<file path="config.mk">
export PLATFORM = sky130hd
export DESIGN_NAME = spectrometer_frame_readout_top
export DESIGN_NICKNAME = d
export VERILOG_FILES = /design/src/rtl/sfr_pkg.sv /design/src/rtl/sfr_seq.sv /design/src/rtl/spectrometer_frame_readout_top.sv
export VERILOG_INCLUDE_DIRS = /design/src /design/src/rtl
export SDC_FILE = /design/constraint.sdc
export NUM_CORES = 1
export LEC_CHECK = 0
export BUFFER_PORTS_ARGS = -buffer_cell sky130_fd_sc_hd__buf_2
export CAP_MARGIN = 0
export CORE_UTILIZATION = 30
export DETAILED_ROUTE_END_ITERATION = 16
export SKIP_LAST_GASP = 1
export SLEW_MARGIN = 25
export SYNTH_ARGS = -nofsm -noshare
export SYNTH_HDL_FRONTEND = slang
export SYNTH_HIERARCHICAL = 1
export SYNTH_SLANG_ARGS = --single-unit
</file>
<file path="constraint.sdc">
create_clock -name clock -period 4.8 [get_ports clock]
set_input_delay 0.48 -clock clock [delete_from_list [all_inputs] [get_ports clock]]
set_output_delay 0.48 -clock clock [all_outputs]
set_load 0.02 [all_outputs]
</file>
<file path="src/rtl/spectrometer_frame_readout_top_macros.svh">
// Assertion helpers used by the readout sequencer RTL.
`ifndef SPECTROMETER_FRAME_READOUT_TOP_MACROS_SVH
`define SPECTROMETER_FRAME_READOUT_TOP_MACROS_SVH

// Same-cycle implication, checked at every rising edge outside reset.
`define SFR_ASSERT_NOW(lbl, clk, rst, ante, cons) \
   lbl: assert property (@(posedge clk) disable iff (rst) (ante) |-> (cons)) \
      else $error("sfr same-cycle check failed");

// Next-cycle implication.
`define SFR_ASSERT_NEXT(lbl, clk, rst, ante, cons) \
   lbl: assert property (@(posedge clk) disable iff (rst) (ante) |=> (cons)) \
      else $error("sfr next-cycle check failed");

`endif

</file>
<file path="src/rtl/sfr_pkg.sv">
`timescale 1ns / 1ps
package sfr_pkg;

   localparam int unsigned AdcW   = 12;
   localparam int unsigned IndexW = 9;
   localparam int unsigned TickW  = 16;

   // csr register indexes
   localparam logic [1:0] CSR_CLOCK_HIGH_TICKS = 2'd0;
   localparam logic [1:0] CSR_START_CLOCKS     = 2'd1;
   localparam logic [1:0] CSR_LEAD_CLOCKS      = 2'd2;
   localparam logic [1:0] CSR_REJECT_THRESHOLD = 2'd3;

   // reset values
   localparam logic [15:0] RST_CLOCK_HIGH_TICKS = 16'd1;
   localparam logic [7:0]  RST_START_CLOCKS     = 8'd6;
   localparam logic [7:0]  RST_LEAD_CLOCKS      = 8'd87;
   localparam logic [11:0] RST_REJECT_THRESHOLD = 12'd2500;

   typedef enum logic [3:0] {
      PH_IDLE  = 4'b0001,
      PH_START = 4'b0010,
      PH_LEAD  = 4'b0100,
      PH_PIXEL = 4'b1000
   } phase_type;

   typedef struct packed {
      logic [TickW-1:0] clock_high_ticks;
      logic [7:0]       start_clocks;
      logic [7:0]       lead_clocks;
      logic [AdcW-1:0]  reject_threshold;
   } cfg_type;

   typedef struct packed {
      logic              sensor_clk;
      logic              start_pulse;
      logic              busy_res;
      logic              pixel_valid;
      logic [IndexW-1:0] pixel_index;
      logic [AdcW-1:0]   pixel_value;
      logic              frame_last;
      logic [AdcW-1:0]   frame_max;
   } result_type;

endpackage

</file>
<file path="src/rtl/sfr_seq.sv">
`timescale 1ns / 1ps
`include "spectrometer_frame_readout_top_macros.svh"
module sfr_seq
   import sfr_pkg::*;
#(
   parameter int unsigned PIXELS   = 288,
   parameter int unsigned ADC_BITS = 12
) (
   input  logic                clock,
   input  logic                reset,
   input  logic                step,
   input  logic                start_request,
   input  logic [AdcW-1:0]     adc_sample,
   input  cfg_type             cfg,
   output result_type          res
);

   localparam int unsigned    AdcUsed = (ADC_BITS < AdcW) ? ADC_BITS : AdcW;
   localparam logic [AdcW-1:0] AdcMask = AdcW'((64'd1 << AdcUsed) - 64'd1);
   localparam logic [IndexW-1:0] PixelsLim = IndexW'(PIXELS);

   phase_type         phase_ff, phase_in, cur_phase;
   logic [TickW-1:0]  tick_ff, tick_in, cur_tick;
   logic [IndexW-1:0] count_ff, count_in, cur_count;
   logic [AdcW-1:0]   max_ff, max_in, cur_max;

   logic [TickW-1:0]  high_len;
   logic [AdcW-1:0]   adc_m, pix_val, new_max;
   logic [IndexW-1:0] next_count;
   logic              low_tick;

   // a start seen while idle restarts the frame on this very tick
   always_comb begin
      if (phase_ff == PH_IDLE && start_request) begin
         cur_phase = PH_START;
         cur_tick  = '0;
         cur_count = '0;
         cur_max   = '0;
      end else begin
         cur_phase = phase_ff;
         cur_tick  = tick_ff;
         cur_count = count_ff;
         cur_max   = max_ff;
      end
   end

   assign high_len   = (cfg.clock_high_ticks == '0) ? TickW'(1) : cfg.clock_high_ticks;
   assign low_tick   = cur_tick >= high_len;
   assign next_count = cur_count + IndexW'(1);
   assign adc_m      = adc_sample & AdcMask;
   assign pix_val    = (adc_m > cfg.reject_threshold) ? '0 : adc_m;
   assign new_max    = (pix_val > cur_max) ? pix_val : cur_max;

   always_comb begin
      res      = '0;
      phase_in = cur_phase;
      tick_in  = cur_tick;
      count_in = cur_count;
      max_in   = cur_max;
      if (cur_phase != PH_IDLE) begin
         res.busy_res    = 1'b1;
         res.sensor_clk  = ~low_tick;
         res.start_pulse = (cur_phase == PH_START);
         if (!low_tick) begin
            tick_in = cur_tick + TickW'(1);
         end else begin
            tick_in = '0;
            case (cur_phase)
               PH_START: begin
                  if (next_count >= {1'b0, cfg.start_clocks}) begin
                     count_in = '0;
                     phase_in = (cfg.lead_clocks == '0) ? PH_PIXEL : PH_LEAD;
                  end else begin
                     count_in = next_count;
                  end
               end
               PH_LEAD: begin
                  if (next_count >= {1'b0, cfg.lead_clocks}) begin
                     count_in = '0;
                     phase_in = PH_PIXEL;
                  end else begin
                     count_in = next_count;
                  end
               end
               PH_PIXEL: begin
                  res.pixel_valid = 1'b1;
                  res.pixel_index = cur_count;
                  res.pixel_value = pix_val;
                  if (next_count >= PixelsLim || next_count == '0) begin
                     res.frame_last = 1'b1;
                     res.frame_max  = new_max;
                     phase_in       = PH_IDLE;
                     count_in       = '0;
                     max_in         = '0;
                  end else begin
                     count_in = next_count;
                     max_in   = new_max;
                  end
               end
               default: begin
                  phase_in = PH_IDLE;
               end
            endcase
         end
      end
   end

   always_ff @(posedge clock) begin
      if (reset) begin
         phase_ff <= PH_IDLE;
         tick_ff  <= '0;
         count_ff <= '0;
         max_ff   <= '0;
      end else if (step) begin
         phase_ff <= phase_in;
         tick_ff  <= tick_in;
         count_ff <= count_in;
         max_ff   <= max_in;
      end
   end

   `SFR_ASSERT_NOW(a_last_in_pixel, clock, reset, step && res.frame_last, res.pixel_valid && res.busy_res && !res.sensor_clk)
   `SFR_ASSERT_NOW(a_index_range, clock, reset, step && res.pixel_valid, res.pixel_index < PixelsLim || PixelsLim == '0)
   `SFR_ASSERT_NOW(a_value_reject, clock, reset, step && res.pixel_valid, res.pixel_value <= cfg.reject_threshold)
   `SFR_ASSERT_NEXT(a_idle_after_last, clock, reset, step && res.frame_last, phase_ff == PH_IDLE && max_ff == '0)

endmodule

</file>
<file path="src/rtl/spectrometer_frame_readout_top.sv">
`timescale 1ns / 1ps
// Channel   Dir  Handshake                  Payload
// req_      in   req_tvalid / req_tready    tick: start request, adc sample
// rsp_      out  rsp_tvalid / rsp_tready    pin levels, pixel, frame max; tlast
// csr_      in   csr_we (no wait)           csr_index, csr_wdata
//
// Path: a request is held in the input register, then its result lands in
// the output register when the sequencer steps.
// Throughput: one request per cycle unless rsp_tready stalls; the sequencer
// step is one short compare and increment between the two registers.
// Reset: synchronous, active high; sequencer idle, registers at defaults.
// Stalls: rsp_tready low holds the result; the input register still takes one
// more request, after which req_tready drops until the output drains.
module spectrometer_frame_readout_top
   import sfr_pkg::*;
#(
   parameter int unsigned PIXELS   = 288,
   parameter int unsigned ADC_BITS = 12
) (
   input  logic        clock,
   input  logic        reset,
   input  logic        req_tvalid,
   output logic        req_tready,
   input  logic [15:0] req_tdata,   // [0] start_request, [12:1] adc_sample, rest zero
   output logic        rsp_tvalid,
   input  logic        rsp_tready,
   output logic [39:0] rsp_tdata,   // [0] sensor_clk, [1] start_pulse, [2] busy_res,
                                    // [3] pixel_valid, [12:4] pixel_index,
                                    // [24:13] pixel_value, [36:25] frame_max, rest zero
   output logic        rsp_tlast,   // frame_last
   input  logic        csr_we,
   input  logic [1:0]  csr_index,
   input  logic [15:0] csr_wdata
);

   // configuration registers
   cfg_type cfg_ff;

   always_ff @(posedge clock) begin
      if (reset) begin
         cfg_ff.clock_high_ticks <= RST_CLOCK_HIGH_TICKS;
         cfg_ff.start_clocks     <= RST_START_CLOCKS;
         cfg_ff.lead_clocks      <= RST_LEAD_CLOCKS;
         cfg_ff.reject_threshold <= RST_REJECT_THRESHOLD;
      end else if (csr_we) begin
         case (csr_index)
            CSR_CLOCK_HIGH_TICKS: cfg_ff.clock_high_ticks <= csr_wdata;
            CSR_START_CLOCKS:     cfg_ff.start_clocks     <= csr_wdata[7:0];
            CSR_LEAD_CLOCKS:      cfg_ff.lead_clocks      <= csr_wdata[7:0];
            CSR_REJECT_THRESHOLD: cfg_ff.reject_threshold <= csr_wdata[AdcW-1:0];
            default: ;
         endcase
      end
   end

   // input register
   logic            in_valid_ff;
   logic            start_ff;
   logic [AdcW-1:0] adc_ff;

   // output register
   logic       out_valid_ff;
   result_type out_ff;
   result_type step_res;

   logic step;

   // step the sequencer whenever a held request has somewhere to go
   assign step       = in_valid_ff && (!out_valid_ff || rsp_tready);
   assign req_tready = !in_valid_ff || step;

   always_ff @(posedge clock) begin
      if (reset) begin
         in_valid_ff <= 1'b0;
      end else if (req_tready) begin
         in_valid_ff <= req_tvalid;
      end
   end

   always_ff @(posedge clock) begin
      if (req_tready && req_tvalid) begin
         start_ff <= req_tdata[0];
         adc_ff   <= req_tdata[AdcW:1];
      end
   end

   sfr_seq #(
      .PIXELS   (PIXELS),
      .ADC_BITS (ADC_BITS)
   ) u_seq (
      .clock         (clock),
      .reset         (reset),
      .step          (step),
      .start_request (start_ff),
      .adc_sample    (adc_ff),
      .cfg           (cfg_ff),
      .res           (step_res)
   );

   always_ff @(posedge clock) begin
      if (reset) begin
         out_valid_ff <= 1'b0;
      end else if (step) begin
         out_valid_ff <= 1'b1;
      end else if (rsp_tready) begin
         out_valid_ff <= 1'b0;
      end
   end

   always_ff @(posedge clock) begin
      if (step) begin
         out_ff <= step_res;
      end
   end

   assign rsp_tvalid = out_valid_ff;
   assign rsp_tlast  = out_ff.frame_last;
   assign rsp_tdata  = {3'b000,
                        out_ff.frame_max,
                        out_ff.pixel_value,
                        out_ff.pixel_index,
                        out_ff.pixel_valid,
                        out_ff.busy_res,
                        out_ff.start_pulse,
                        out_ff.sensor_clk};

endmodule

</file>
==> results of run 1 <==
==> metrics by stage <==
| step | total power [µW] | cells | utilization (%) |
|---|---|---|---|
| after floorplan | 1520 | 846 | - |
| after global placement | 1620 | 1219 | 33.3 |
| after detailed placement | 1620 | 1219 | 33.3 |
| after CTS | 3020 | 1251 | 35.8 |
| after global routing | 3110 | 1251 | 35.8 |
| final | 2990 | 1251 | 35.8 |
==> worst max-delay path: stages (launching register included) <==
cell and delay, ns:
edfxtp_1 0.45, and2_2 0.26, nand2_2 0.24, nand2_1 0.15
inv_1 0.17, ha_1 0.39, nand4_1 0.18, or2_2 0.34
xor2_1 0.17, nor2_1 0.20, ha_1 0.29, a21o_1 0.16
a21o_1 0.17, a211oi_1 0.34, inv_1 0.11, a311o_2 0.39
a32o_1 0.25
==> per-layer routing <==
| metal | vias to the layer above | wire length [µm] | track usage [%] |
|---|---|---|---|
| met5 | - | 0 | 0 |
| met2 | 136 | 8130 | 21.9 |
| met4 | 0 | 209 | 4.21 |
| met1 | 2833 | 9830 | 22.1 |
| met3 | 16 | 755 | 2.65 |
| li1 | 3090 | - | - |
==> cells by family after synthesis <==
group | Yosys count | share of synthesized area (%)
mux | 46 | 5.96
other cells | 1 | 0.0482
xor+xnor | 8 | 0.901
simple gates | 338 | 22.9
flops | 138 | 42.1
buf+inv | 106 | 6.00
compound gates | 148 | 12.6
fa+ha+maj | 59 | 9.50
==> worst min-delay path by stage <==
stage	slack, ns	cells past startpoint	endpoint
floorplan	0.42	2	u_seq/max_ff[0]
global placement	0.43	2	u_seq/max_ff[0]
detailed placement	0.45	2	u_seq/max_ff[1]
CTS	0.21	1	adc_ff[6]
global route	0.22	1	adc_ff[6]
finish	0.23	1	adc_ff[11]
==> cell type report <==
type | instances | area [µm²] | share of cell area [%]
Multi-Input combinational cell | 602 | 4040 | 44.6
Sequential cell | 138 | 3270 | 36.1
Clock buffer | 26 | 574 | 6.34
Timing Repair Buffer | 86 | 458 | 5.05
Tap cell | 330 | 413 | 4.56
Inverter | 63 | 236 | 2.61
Clock inverter | 6 | 65.1 | 0.718
==> power groups by stage <==
stage | registers (µW) | logic [µW] | clock network (µW)
floorplan | 1310 | 206 | 0
global placement | 1300 | 317 | 0
detailed placement | 1300 | 321 | 0
CTS | 1270 | 322 | 1420
global route | 1280 | 359 | 1470
finish | 1270 | 321 | 1390
==> sequential cells by signal, summed over array words and instances (netlist names) <==
| name | cells |
|---|---|
| rsp_tdata | 37 |
| rsp_tvalid | 1 |
| cfg_ff | 44 |
| u_seq/phase_ff | 4 |
| u_seq/max_ff | 12 |
| rsp_tlast | 1 |
| adc_ff | 12 |
| start_ff | 1 |
| u_seq/count_ff | 9 |
| u_seq/tick_ff | 16 |
| in_valid_ff | 1 |
==> cells in the final DEF, fill, tap and decap left out, types with 3 or more instances in the layout <==
cell type,count
a211o_1,3
a211oi_1,4
a21o_1,13
a21oi_1,32
a22oi_1,3
a31oi_1,15
a32o_1,7
and2_1,26
and3_1,15
and4_1,4
buf_2,75
buf_4,11
clkbuf_16,21
clkbuf_8,3
conb_1,3
dfxtp_1,87
edfxtp_1,51
ha_1,59
inv_1,62
mux2i_1,44
nand2_1,69
nand2b_1,51
nand3_1,19
nand3b_1,6
nand4_1,10
nor2_1,88
nor2b_1,6
nor3_1,10
nor4_1,4
nor4b_1,3
o2111ai_1,4
o211ai_1,5
o21ai_0,37
o31ai_1,3
or3_1,5
xnor2_1,5
xor2_1,3
==> run summary, run 1 <==
Status -> finished clean
R2r worst-path depth -> 16
YS warnings -> 6
Top cells by area in the synthesized netlist -> dfxtp_1 (22%), edfxtp_1 (20%), ha_1 (9.5%), mux2i_1 (5.7%), nor2_1 (4.2%)
Final clock skew -> 0.0140 ns
Setup-failing EPs final -> 0
CP startpoint -> start_ff
Nets -> 1006
Worst slew margin -> 49.5%
Commonest cells post-synth -> nor2_1 (88), dfxtp_1 (87), nand2_1 (69)
Power per cell area -> 330 nW/µm²
Hold Crit Class -> in -> reg
Floorplan row count -> 58
# Post-CTS Setup Buffers -> 0
Sequential power share -> 42.6%
Final min period -> 4.37 ns
Port buffer count -> 75
Vias in the first global route -> 5739
All-Layer GR Usage -> 14.9%
NetSw -> 741 µW
Root buffer cell -> clkbuf_16
Die Y-Extent -> 163 µm
Sw Ratio -> 24.8%
Reg-to-reg startpoint -> start_ff
Post-synth top area share -> 22.4%
Main synth FF type -> dfxtp_1
Final worst-path setup slack -> 0.435 ns
Later-pin clock latency in the skew report -> 0.42 ns
Worst Tran Pin Value -> 0.747 ns
Critical Path End -> u_seq/phase_ff[3]
Num ports -> 82
Final setup TNS -> 0 ns
Leakage -> 0.00380 µW
Maxcap violations -> 0
EDFF count, synth -> 51
Capturing point of the worst reg2reg path -> u_seq/phase_ff[3]
CTS Hold Bufs -> 0
Int Power -> 2250 µW
Crit. End Element -> register
Max H-tree Level -> 4
Overall routed net length -> 18900 µm
Total CTS buffers -> 17
Antenna fix cells -> 0
Synth Area per Inst -> 9.21 µm²
Layout cell share with drive strength beyond 1 -> 15.1%
Clk buf depth -> 2
Worst-path clk slew -> 0.06 ns
CP Max Fanout -> 15
#FFs+latches synth -> 138
Via count -> 6075
Clock power frac -> 46.6%
CTS tree -> built
Yosys top cell by area -> dfxtp_1
Core Footprint -> 25300 µm²
Count leader, synth -> nor2_1
Worst hold slack -> 0.234 ns
Final worst-path cycle share -> 90.9%
Initial DRC Count -> 442
Die width -> 163 µm
Remaining global-route overflow -> 0
FFs w/ async S/R, synth -> 0%
Netlist Area Pre-Place -> 7770 µm²
Drt drc -> 0
Combinational share of power -> 10.7%
Placed cell area -> 8420 µm²
DRT Pass-1 Iters -> 5
Clk sink count -> 138
Dpl hpwl -> 14300 µm
Synthesized netlist cell count -> 844
Antenna violations before repair -> 0
Fillers -> 2562
Setup slack at placement -> 0.469 ns
Initial core utilization -> 30.7%
Vias per inst -> 4.86
Area growth syn-to-layout -> 16.6%
Worst EP required -> 5.10 ns
CP Class -> reg -> reg
First-pass GRT wire length -> 30900 µm
R2r setup slk -> 0.43 ns
RSZ-0062 raised after global routing -> no
Max Fclk -> 229 MHz
DIE AREA -> 26600 µm²
Placer Congestion -> 0.832
Hold_sp -> req_tdata[12]
Peak supply drop -> 0.000179 V
Setup crit start kind -> register
Largest net degree at the start of global routing -> 68
Crit path DAT -> 4.67 ns
Resized cells post-CTS -> 0
Synth cell types -> 72
Hold Fails Final Rpt -> 0
Seq/Total Area, Yosys -> 42.1%
Wire per inst -> 15.1 µm
Finished layout cell area -> 9060 µm²
Final ANT Viol Nets -> 0
Max-slew violation count -> 0
Power figures use the tool's default switching activity.
==> run 2: changes to the inputs <==
--- a/config.mk
+++ b/config.mk
@@ -8,8 +8,9 @@
 export LEC_CHECK = 0
 export BUFFER_PORTS_ARGS = -buffer_cell sky130_fd_sc_hd__buf_2
 export CAP_MARGIN = 0
-export CORE_UTILIZATION = 30
+export CORE_UTILIZATION = 50
 export DETAILED_ROUTE_END_ITERATION = 16
+export PLACE_DENSITY = 0.7
 export SKIP_LAST_GASP = 1
 export SLEW_MARGIN = 25
 export SYNTH_ARGS = -nofsm -noshare
==> run 2 against run 1 <==
Net effect: core utilization grew 22 points; power shrank 2.0%; non-clock buffer count shrank 2; global-route usage grew 8.0 points; sequential power is essentially flat; maximum frequency shrank 0.62%; worst setup slack lost 0.027 ns; final cell count shrank 12%; design area shrank 2.5%; sequential cell count is the same; routed wire length shrank 7.6%; clock power shrank 4%.
==> run summary, run 2 (same netlist as run 1, synthesis figures left out) <==
CP Class -> reg -> reg
Core Footprint -> 15200 µm²
Power per cell area -> 331 nW/µm²
Placed cell area -> 8230 µm²
DIE AREA -> 16100 µm²
Hold Fails Final Rpt -> 0
R2r setup slk -> 0.41 ns
CTS tree -> built
Placer Congestion -> 0.896
Status -> finished clean
Total Power -> 2930 µW
First-pass GRT wire length -> 29000 µm
Resized cells post-CTS -> 0
Die width -> 127 µm
Largest Register -> cfg_ff
Reg-to-reg startpoint -> start_ff
Fillers -> 1348
Initial DRC Count -> 468
Worst Tran Pin Value -> 0.778 ns
Dpl hpwl -> 12600 µm
Nets -> 1004
Vias in the first global route -> 5776
Final worst-path cycle share -> 91.5%
Remaining global-route overflow -> 0
Maxcap violations -> 0
Largest net degree at the start of global routing -> 60
Initial core utilization -> 51.1%
Floorplan row count -> 45
Most frequent cells in the layout -> nor2_1 (88), dfxtp_1 (87), buf_2 (75), nand2_1 (69), inv_1 (62)
Crit. End Element -> register
CP Max Fanout -> 15
Cells after DPL -> 1075
R2r worst-path depth -> 16
RSZ-0062 raised after global routing -> no
Leakage -> 0.00376 µW
Setup-failing EPs final -> 0
Drt drc -> 0
Via count -> 6181
Antenna fix cells -> 0
Worst-path clk slew -> 0.06 ns
Capturing point of the worst reg2reg path -> u_seq/phase_ff[3]
Final core utilization -> 58.1%
Worst slew margin -> 48.0%
Final clock skew -> 0.00949 ns
# Post-CTS Setup Buffers -> 0
Most common cell after layout, fill and taps aside -> nor2_1
Max-slew violation count -> 0
Setup crit start kind -> register
WHS Endpoint -> adc_ff[8]
Worst EP required -> 5.11 ns
Crit path DAT -> 4.71 ns
Finished layout cell area -> 8840 µm²
Clk sink count -> 138
Max Fclk -> 228 MHz
Final setup TNS -> 0 ns
Clk buf depth -> 2
Antenna violations before repair -> 0
DRT Pass-1 Iters -> 5
Layout cell share with drive strength beyond 1 -> 15.0%
Max H-tree Level -> 4
Port buffer count -> 75
Peak supply drop -> 0.000217 V
Later-pin clock latency in the skew report -> 0.42 ns
Num ports -> 82
Final min period -> 4.39 ns
CTS Hold Bufs -> 0
Storage element area -> 3270 µm²
Largest register FFs -> 44
Multi-input logic area -> 4040 µm²
Hold path depth -> 1
Area growth syn-to-layout -> 13.7%
Non-filler cells, final -> 1107
Hold_sp -> req_tdata[9]
Die Y-Extent -> 127 µm
Vias per inst -> 5.58
Overall routed net length -> 17500 µm
Hold Crit Class -> in -> reg
Total CTS buffers -> 17
Final ANT Viol Nets -> 0
Wire per inst -> 15.8 µm
All-Layer GR Usage -> 22.9%
Root buffer cell -> clkbuf_16
==> run 2: changes by cell type in the layout (fill, tap and decap cells not counted) <==
cell	delta
clkbuf_16	-2
buf_4	-2
inv_6	+2
clkinv_2	-1
clkinv_4	+1
clkbuf_1	-1
clkbuf_8	-1
clkinvlp_4	+2
==> run 2: layout make-up <==
type                       count  share of cell area [%]
sequential                   138                    37.0
multi-input combinational    602                    45.7
inverter                      63                    2.68
timing repair buffer          84                    5.01
tap                          188                    2.66
clock inverter                10                    1.15
clock buffer                  22                    5.73
==> run 2: per-layer routing <==
| layer | vias to the layer above | part of all wire [%] | routed length, µm | global-route usage (%) |
|---|---|---|---|---|
| met5 | - | 0 | 0 | 0 |
| met4 | 0 | 2.4 | 424 | 10.1 |
| met3 | 24 | 4.7 | 824 | 4.13 |
| met2 | 164 | 44 | 7750 | 34.8 |
| met1 | 2907 | 49 | 8490 | 32.0 |
| li1 | 3086 | - | - | - |
==> run 2: worst max-delay path: stages (launching register included) <==
cell      delay, ns
edfxtp_1       0.50
and2_2         0.27
nand2_2        0.26
nand2_1        0.15
inv_1          0.15
ha_1           0.38
nand4_1        0.19
or2_2          0.35
xor2_1         0.25
nor2_1         0.11
ha_1           0.32
a21o_1         0.16
a21o_1         0.17
a211oi_1       0.27
inv_1          0.10
a311o_2        0.40
a32o_1         0.25
==> run 2: stage by stage <==
step,hold slack [ns],setup slack (ns)
3_3_place_gp,0.432,0.541
6_report,0.233,0.408
3_5_place_dp,0.441,0.487
2_1_floorplan,0.417,0.643
5_1_grt,0.221,0.0548
4_1_cts,0.220,0.476
==> run 2: worst max-delay path by stage <==
stage,from,end,slack (ns),depth (start not counted)
6_report,start_ff,u_seq/phase_ff[3],0.41,16
5_1_grt,start_ff,u_seq/phase_ff[3],0.05,16
4_1_cts,start_ff,u_seq/phase_ff[3],0.48,16
3_5_place_dp,start_ff,u_seq/phase_ff[3],0.49,16
3_3_place_gp,start_ff,u_seq/phase_ff[3],0.54,16
2_1_floorplan,start_ff,u_seq/phase_ff[3],0.64,19
==> run 2: power by group <==
part | switching [µW] | leakage (µW) | internal, µW
combinational | 206 | 0.00229 | 112
clock | 524 | 0.000295 | 810
sequential | 24.4 | 0.00118 | 1250
total | 754 | 0.00376 | 2170
